## config.mk

```make
export PLATFORM = sky130hd
export DESIGN_NAME = bounded_random_generator
export DESIGN_NICKNAME = d
export VERILOG_FILES = /design/src/hdl/brg_pkg.sv /design/src/hdl/brg_mul.sv /design/src/hdl/brg_mod.sv /design/src/hdl/bounded_random_generator.sv
export VERILOG_INCLUDE_DIRS = /design/src /design/src/hdl
export SDC_FILE = /design/constraint.sdc
export NUM_CORES = 2
export LEC_CHECK = 0
export ABC_AREA = 1
export ABC_CLOCK_PERIOD_IN_PS = 15810
export BUFFER_PORTS_ARGS = -buffer_cell sky130_fd_sc_hd__buf_2
export CORE_MARGIN = 2
export CORE_UTILIZATION = 35
export DETAILED_ROUTE_END_ITERATION = 10
export HOLD_SLACK_MARGIN = 0.03
export PLACE_DENSITY = 0.6
export SETUP_SLACK_MARGIN = 0.5
export SYNTH_ARGS = -nofsm -noshare
export SYNTH_HDL_FRONTEND = slang
export SYNTH_SLANG_ARGS = --single-unit
```

## constraint.sdc

```tcl
create_clock -name clk_i -period 15.81 [get_ports clk_i]
set_clock_uncertainty 0.15 [all_clocks]
set_input_delay 3.162 -clock clk_i [delete_from_list [all_inputs] [get_ports clk_i]]
set_output_delay 3.162 -clock clk_i [all_outputs]
set_load 0.02 [all_outputs]
```

## src/hdl/assert_macros.svh

```systemverilog
// assertion macros for the rtl files
`ifndef ASSERT_MACROS_SVH
`define ASSERT_MACROS_SVH

// property checked on every rising edge outside reset
`define BRG_ASSERT(lbl, clk, rst_n, prop, msg) \
  lbl: assert property (@(posedge clk) disable iff (!rst_n) (prop)) else $error(msg);

// implication checked on every rising edge outside reset
`define BRG_ASSERT_IMPL(lbl, clk, rst_n, ante, cons, msg) \
  lbl: assert property (@(posedge clk) disable iff (!rst_n) (ante) |-> (cons)) else $error(msg);

// next-cycle implication checked on every rising edge outside reset
`define BRG_ASSERT_NEXT(lbl, clk, rst_n, ante, cons, msg) \
  lbl: assert property (@(posedge clk) disable iff (!rst_n) (ante) |=> (cons)) else $error(msg);

`endif

```

## src/hdl/brg_pkg.sv

```systemverilog
// types and constants of the bounded random generator
package brg_pkg;

  localparam int unsigned WordW  = 32;
  localparam int unsigned StateW = 64;

  // lcg multiplier 6364136223846793005 split into halves
  localparam logic [WordW-1:0] MultLo = 32'h4C95_7F2D;
  localparam logic [WordW-1:0] MultHi = 32'h5851_F42D;

  // xsh rr output permutation constants
  localparam int unsigned XshShift  = 18;
  localparam int unsigned XshDrop   = 27;
  localparam int unsigned RotMsb    = 63;
  localparam int unsigned RotLsb    = 59;

  typedef struct packed {
    logic             start;
    logic [WordW-1:0] divisor;
  } brg_mod_req_t;

  typedef struct packed {
    logic             done;
    logic [WordW-1:0] rem;
  } brg_mod_rsp_t;

  // xsh rr permutation of the pre-advance state
  function automatic logic [WordW-1:0] xsh_rr(input logic [StateW-1:0] old);
    logic [StateW-1:0]  mix;
    logic [WordW-1:0]   mixed;
    logic [4:0]         rot;
    logic [2*WordW-1:0] dbl;
    mix   = (old >> XshShift) ^ old;
    mixed = mix[XshDrop +: WordW];
    rot   = old[RotMsb:RotLsb];
    dbl   = {mixed, mixed} >> rot;
    return dbl[WordW-1:0];
  endfunction

endpackage

```

## src/hdl/brg_mul.sv

```systemverilog
// shared 32x32 multiplier with registered product
module brg_mul
  import brg_pkg::*;
(
  input  logic                clk_i,
  input  logic                en_i,
  input  logic [WordW-1:0]    a_i,
  input  logic [WordW-1:0]    b_i,
  output logic [2*WordW-1:0]  p_o
);

  logic [2*WordW-1:0] p_q;

  always_ff @(posedge clk_i) begin
    if (en_i) begin
      p_q <= {{WordW{1'b0}}, a_i} * {{WordW{1'b0}}, b_i};
    end
  end

  assign p_o = p_q;

endmodule

```

## src/hdl/brg_mod.sv

```systemverilog
// bit-serial unit for (2^32 - s) mod s, one quotient bit per cycle
module brg_mod
  import brg_pkg::*;
(
  input  logic          clk_i,
  input  logic          rst_ni,
  input  brg_mod_req_t  req_i,
  output brg_mod_rsp_t  rsp_o
);

  logic                 busy_q;
  logic                 done_q;
  logic [4:0]           cnt_q;
  logic [WordW-1:0]     dvd_q;
  logic [WordW-1:0]     dsr_q;
  logic [WordW-1:0]     rem_q;
  logic [WordW:0]       shifted;
  logic [WordW:0]       diff;

  assign shifted = {rem_q, dvd_q[WordW-1]};
  assign diff    = shifted - {1'b0, dsr_q};

  always_ff @(posedge clk_i or negedge rst_ni) begin
    if (!rst_ni) begin
      busy_q <= 1'b0;
      done_q <= 1'b0;
      cnt_q  <= '0;
    end else begin
      done_q <= 1'b0;
      if (req_i.start) begin
        busy_q <= 1'b1;
        cnt_q  <= 5'd31;
      end else if (busy_q) begin
        cnt_q <= cnt_q - 5'd1;
        if (cnt_q == 5'd0) begin
          busy_q <= 1'b0;
          done_q <= 1'b1;
        end
      end
    end
  end

  always_ff @(posedge clk_i) begin
    if (req_i.start) begin
      dsr_q <= req_i.divisor;
      dvd_q <= '0 - req_i.divisor;
      rem_q <= '0;
    end else if (busy_q) begin
      dvd_q <= {dvd_q[WordW-2:0], 1'b0};
      // restore unless the trial subtract stays non-negative
      rem_q <= diff[WordW] ? shifted[WordW-1:0] : diff[WordW-1:0];
    end
  end

  assign rsp_o.done = done_q;
  assign rsp_o.rem  = rem_q;

endmodule

```

## src/hdl/bounded_random_generator.sv

```systemverilog
// an input beat is taken only in IDLE, and the next one only after the item has been
// handed to the output register; each draw makes four passes through the one 32x32
// multiplier, a rejection redraws, and the serial modulo runs at most once per item
// reset: generator state cleared to zero, no item in flight, output empty
// seed writes load the generator state directly
`include "assert_macros.svh"

module bounded_random_generator
  import brg_pkg::*;
(
  input  logic              clk_i,
  input  logic              rst_ni,
  input  logic              seed_we_i,
  input  logic [StateW-1:0] seed_i,
  input  logic              in_valid_i,
  output logic              in_ready_o,
  input  logic [WordW-1:0]  bound_i,
  output logic              out_valid_o,
  input  logic              out_ready_i,
  output logic [WordW-1:0]  value_o
);

  typedef enum logic [2:0] {
    S_IDLE,
    S_M0,
    S_M1,
    S_M2,
    S_M3,
    S_M4,
    S_DIV,
    S_DONE
  } state_e;

  state_e              state_q;
  logic [StateW-1:0]   gen_q;
  logic [StateW-1:0]   acc_q;
  logic [WordW-1:0]    bound_q;
  logic [WordW-1:0]    x_q;
  logic [2*WordW-1:0]  prod_q;
  logic [WordW-1:0]    thr_q;
  logic                have_thr_q;
  logic                mod_start_q;
  logic                out_valid_q;
  logic [WordW-1:0]    value_q;

  logic                mul_en;
  logic [WordW-1:0]    mul_a;
  logic [WordW-1:0]    mul_b;
  logic [2*WordW-1:0]  mul_p;
  brg_mod_req_t        mod_req;
  brg_mod_rsp_t        mod_rsp;

  // operand select for the shared multiplier
  always_comb begin
    mul_en = 1'b1;
    mul_a  = gen_q[WordW-1:0];
    mul_b  = MultLo;
    case (state_q)
      S_M0: begin
        mul_a = gen_q[WordW-1:0];
        mul_b = MultLo;
      end
      S_M1: begin
        mul_a = gen_q[StateW-1:WordW];
        mul_b = MultLo;
      end
      S_M2: begin
        mul_a = gen_q[WordW-1:0];
        mul_b = MultHi;
      end
      S_M3: begin
        mul_a = x_q;
        mul_b = bound_q;
      end
      default: mul_en = 1'b0;
    endcase
  end

  brg_mul u_mul (
    .clk_i (clk_i),
    .en_i  (mul_en),
    .a_i   (mul_a),
    .b_i   (mul_b),
    .p_o   (mul_p)
  );

  assign mod_req.start   = mod_start_q;
  assign mod_req.divisor = bound_q;

  brg_mod u_mod (
    .clk_i  (clk_i),
    .rst_ni (rst_ni),
    .req_i  (mod_req),
    .rsp_o  (mod_rsp)
  );

  always_ff @(posedge clk_i or negedge rst_ni) begin
    if (!rst_ni) begin
      state_q     <= S_IDLE;
      gen_q       <= '0;
      have_thr_q  <= 1'b0;
      mod_start_q <= 1'b0;
      out_valid_q <= 1'b0;
    end else begin
      mod_start_q <= 1'b0;
      // a finishing item refills the output register itself
      if (out_valid_q && out_ready_i && (state_q != S_DONE)) begin
        out_valid_q <= 1'b0;
      end
      unique case (state_q)
        S_IDLE: begin
          if (in_valid_i) begin
            bound_q    <= bound_i;
            have_thr_q <= 1'b0;
            state_q    <= S_M0;
          end
        end
        S_M0: begin
          x_q     <= xsh_rr(gen_q);
          state_q <= S_M1;
        end
        S_M1: begin
          acc_q   <= mul_p;
          state_q <= S_M2;
        end
        S_M2: begin
          acc_q[StateW-1:WordW] <= acc_q[StateW-1:WordW] + mul_p[WordW-1:0];
          state_q <= S_M3;
        end
        S_M3: begin
          acc_q[StateW-1:WordW] <= acc_q[StateW-1:WordW] + mul_p[WordW-1:0];
          state_q <= S_M4;
        end
        S_M4: begin
          prod_q <= mul_p;
          gen_q  <= acc_q + {{(StateW-1){1'b0}}, 1'b1};
          if (have_thr_q) begin
            state_q <= (mul_p[WordW-1:0] < thr_q) ? S_M0 : S_DONE;
          end else if (mul_p[WordW-1:0] < bound_q) begin
            // low word under the bound: need the rejection threshold
            mod_start_q <= 1'b1;
            state_q     <= S_DIV;
          end else begin
            state_q <= S_DONE;
          end
        end
        S_DIV: begin
          if (mod_rsp.done) begin
            thr_q      <= mod_rsp.rem;
            have_thr_q <= 1'b1;
            state_q    <= (prod_q[WordW-1:0] < mod_rsp.rem) ? S_M0 : S_DONE;
          end
        end
        S_DONE: begin
          if (!out_valid_q || out_ready_i) begin
            value_q     <= prod_q[2*WordW-1:WordW];
            out_valid_q <= 1'b1;
            state_q     <= S_IDLE;
          end
        end
        default: state_q <= S_IDLE;
      endcase
      if (seed_we_i) begin
        gen_q <= seed_i;
      end
    end
  end

  assign in_ready_o  = (state_q == S_IDLE);
  assign out_valid_o = out_valid_q;
  assign value_o     = value_q;

  `BRG_ASSERT_IMPL(a_rem_below_bound, clk_i, rst_ni, mod_rsp.done, mod_rsp.rem < bound_q,
                   "threshold not below bound")
  `BRG_ASSERT_IMPL(a_result_in_range, clk_i, rst_ni, state_q == S_DONE && bound_q != '0,
                   prod_q[2*WordW-1:WordW] < bound_q, "result not below bound")
  `BRG_ASSERT_NEXT(a_accept_starts, clk_i, rst_ni, in_valid_i && in_ready_o,
                   state_q == S_M0, "accepted beat did not start a draw")
  `BRG_ASSERT_IMPL(a_out_from_done, clk_i, rst_ni, $rose(out_valid_o),
                   $past(state_q == S_DONE), "output beat without finished item")

endmodule
```

==> key figures <==
Timing
  – Relative slew slack: 0.2170
  – Final Hold Viols: 0
  – Final cycle utilization of the critical path: 0.6342
  – Worst Max-Slew Pin Slew: 1.175 ns
  – Fin crit period: 10.03 ns
  – Final setup vio count: 0
  – Fmax: 99.73 MHz
  – Setup TNS: 0 ns
  – Fin. max-slew vios: 0
  – RSZ-0062 raised after global routing: false

Detailed routing
  – Drt first pass iters: 6
  – Via count: 52964
  – 1st-iter DRT viols: 5380
  – Routed WL per cell: 24.68 microns
  – DRC violations left: 0
  – Via density: 5.316
  – Final wirelength: 245.9 mm
  – Routed Antenna Nets: 0

Global routing
  – Vias in the first global route: 53877
  – Global-route wire length before repair: 358.8 mm
  – Grt ovf: 0
  – Initial antenna violation count: 6
  – GRT Total Usage: 0.2699
  – Pin count of the biggest net entering global routing: 71

Worst setup path
  – CP Max Fanout: 34
  – Worst reg2reg path depth: 28
  – Startpoint Class: flop
  – R2R setup slack: 5.78 ns
  – Reg-to-Reg End: u_mul.p_o[62]$_DFFE_PP_
  – Crit path DAT: 10.32 ns
  – Slowest-stage cell, CP: o21ai_2
  – Most numerous cell on the critical path: fa_1
  – Reg2reg start: state_q[1]$_DFFE_PN0P_
  – Critical path class: reg2reg
  – Crit path largest cell delay: 0.97 ns
  – CP required: 16.11 ns
  – Source of the critical timing path: state_q[1]$_DFFE_PN0P_
  – Crit. End Element: flop

Floorplan
  – Die Width: 426.0 microns
  – Die Y: 426.0 microns
  – Row count: 154
  – Full die area: 181500 sq um
  – Core region area: 176500 sq um
  – # IOs: 135
  – Initial Utilization: 0.3532

Clock network
  – Hold_buf cts: 0
  – Postcts setup bufs: 0
  – Clock buffer depth: 3
  – Worst-path clk slew: 0.07 ns
  – Clk Latency, worst-skew pair: 0.70 ns
  – Root buffer cell: clkbuf_16
  – Htree depth: 2
  – CTS tree: built
  – CTS Buf Count: 57
  – Clk sinks: 493
  – Post-CTS sizing: 0

Run status
  – Status: finished, final reports clean

Logic synthesis
  – Synth Flop Type: edfxtp_1
  – Sequential area share after synthesis: 0.2262
  – Mean post-synth cell area: 8.276 sq um
  – Synth Register Bits: 493
  – Mapped Area: 62340 sq um
  – Netlist cell types: 59
  – Ys Warns: 0
  – Cell taking the most area after synthesis: fa_1
  – Synth Net Count: 8955
  – Post-synth EDFFs: 384
  – Asr flop ratio synth: 0.1562
  – Gate Count Post-Synth: 7533
  – Yosys top cell area share: 0.2884
  – Largest cells by area after synthesis: fa_1 29%, edfxtp_1 18%, nand2_1 9.9%, ha_1 8.5%, inv_1 8.4%

Min path
  – Hold endpoint: value_o[7]$_DFFE_PP_
  – HP Class: reg2reg
  – Hold Crit Start: prod_q[39]$_DFFE_PP_
  – Hold path cells: 0

Layout
  – Layout cell share with drive strength beyond 1: 0.06560
  – Area added between synthesis and finish: 8.410%
  – Nets: 8996

Placed design
  – Number of port buffers: 134
  – HPWL after detailed placement: 196.3 mm
  – RePlAce Congestion: 0.9951

Flow run
  – Max cap viols: 0
## metal layers
metal  routed length (microns)  share of wire  global-route usage
met4                     14480          0.059              0.1314
met5                        13       0.000053                   0
met3                     20300          0.083             0.04015
met2                    112200           0.46              0.4325
met1                     98920           0.40              0.3572
## critical path: cells and delay by family, from the launching register on
family / cells / cell delay, ns
fa+ha+maj: 9 / 4.36
compound gates: 2 / 1.74
simple gates: 10 / 1.53
buf+inv: 7 / 1.52
flops: 1 / 0.43
## state kept, by name (all words and copies together) (netlist names)
signal        count
thr_q            32
u_mul.p_o        64
out_valid_o       1
u_mod.cnt_q       5
prod_q           64
u_mod.done_q      1
have_thr_q        1
bound_q          32
state_q           3
u_mod.dvd_q      32
u_mod.busy_q      1
u_mod.rem_q      32
acc_q            64
mod_start_q       1
u_mod.dsr_q      32
value_o          32
x_q              32
gen_q            64
## kinds of logic (layout without fill, tap and decap cells)
family | after synthesis | count (layout) | share of synthesized area
AOI/OAI and AO/OA | 692 | 692 | 0.06455
xor gates and xnor gates | 134 | 134 | 0.01883
adders and majority gates | 1321 | 1321 | 0.3733
buffers and inverters | 1699 | 1788 | 0.1067
DFF | 493 | 493 | 0.2262
muxes | 11 | 11 | 0.001766
other | 0 | 2 | 0
and+or+nand+nor | 3183 | 3183 | 0.2087
## synth_stat cells, types with 21 or more instances
cell,number
a21oi_1,215
a31oi_1,21
buf_2,146
clkbuf_1,77
dfrtp_1,77
dfxtp_1,32
edfxtp_1,384
fa_1,898
ha_1,423
inv_1,1402
inv_2,47
nand2_1,1636
nand3_1,307
nand4_1,61
nor2_1,1010
nor3_1,60
o211ai_1,78
o21ai_0,238
o21ai_1,40
o21bai_1,25
xnor2_1,49
xor2_1,85
## cell usage in the layout (no fill, tap or decap), drive strengths merged, types with 64 or more instances in the layout
master,n
nand2,1646
inv,1455
nor2,1043
fa,898
ha,423
edfxtp,384
nand3,311
o21ai,283
a21oi,234
buf,231
xor2,85
o211ai,78
dfrtp,77
clkbuf,71
nor3,64
## worst max-delay path by stage
stage,endpoint,slack (ns),depth (start not counted)
5_1_grt,u_mul.p_o[62]$_DFFE_PP_,5.45,28
6_report,u_mul.p_o[62]$_DFFE_PP_,5.78,28
3_3_place_gp,u_mul.p_o[62]$_DFFE_PP_,5.94,28
4_1_cts,u_mul.p_o[62]$_DFFE_PP_,5.91,28
2_1_floorplan,u_mul.p_o[61]$_DFFE_PP_,8.30,32
3_5_place_dp,u_mul.p_o[62]$_DFFE_PP_,5.94,28
## cell type report
type	instances	area, sq um
fillers	18245	108900
multi-input cells	5341	41720
flip-flops and latches	493	14100
inverters	1450	5443
well taps	2340	2928
clock buffers	71	1529
repair buffers	231	1401
clock inverters	36	454.2
diodes	2	5.005
## metrics by stage
stage / util / hold WS [ns] / instance area, sq um / setup slack, ns / std cells
6_report: 0.3829 / 0.2607 / 67580 / 5.783 / 9964
5_1_grt: 0.3829 / 0.2736 / 67580 / 5.453 / 9962
3_5_place_dp: 0.3716 / 0.2545 / 65590 / 5.937 / 9855
4_1_cts: 0.3829 / 0.2673 / 67580 / 5.908 / 9962
3_3_place_gp: 0.3716 / 0.2523 / 65590 / 5.943 / 9855
2_1_floorplan: - / 0.2503 / 62340 / 8.301 / 7533
Power is left out: the tool's default activity adds up to more than one toggle a clock period on the data nets, which glitch-free logic cannot reach.
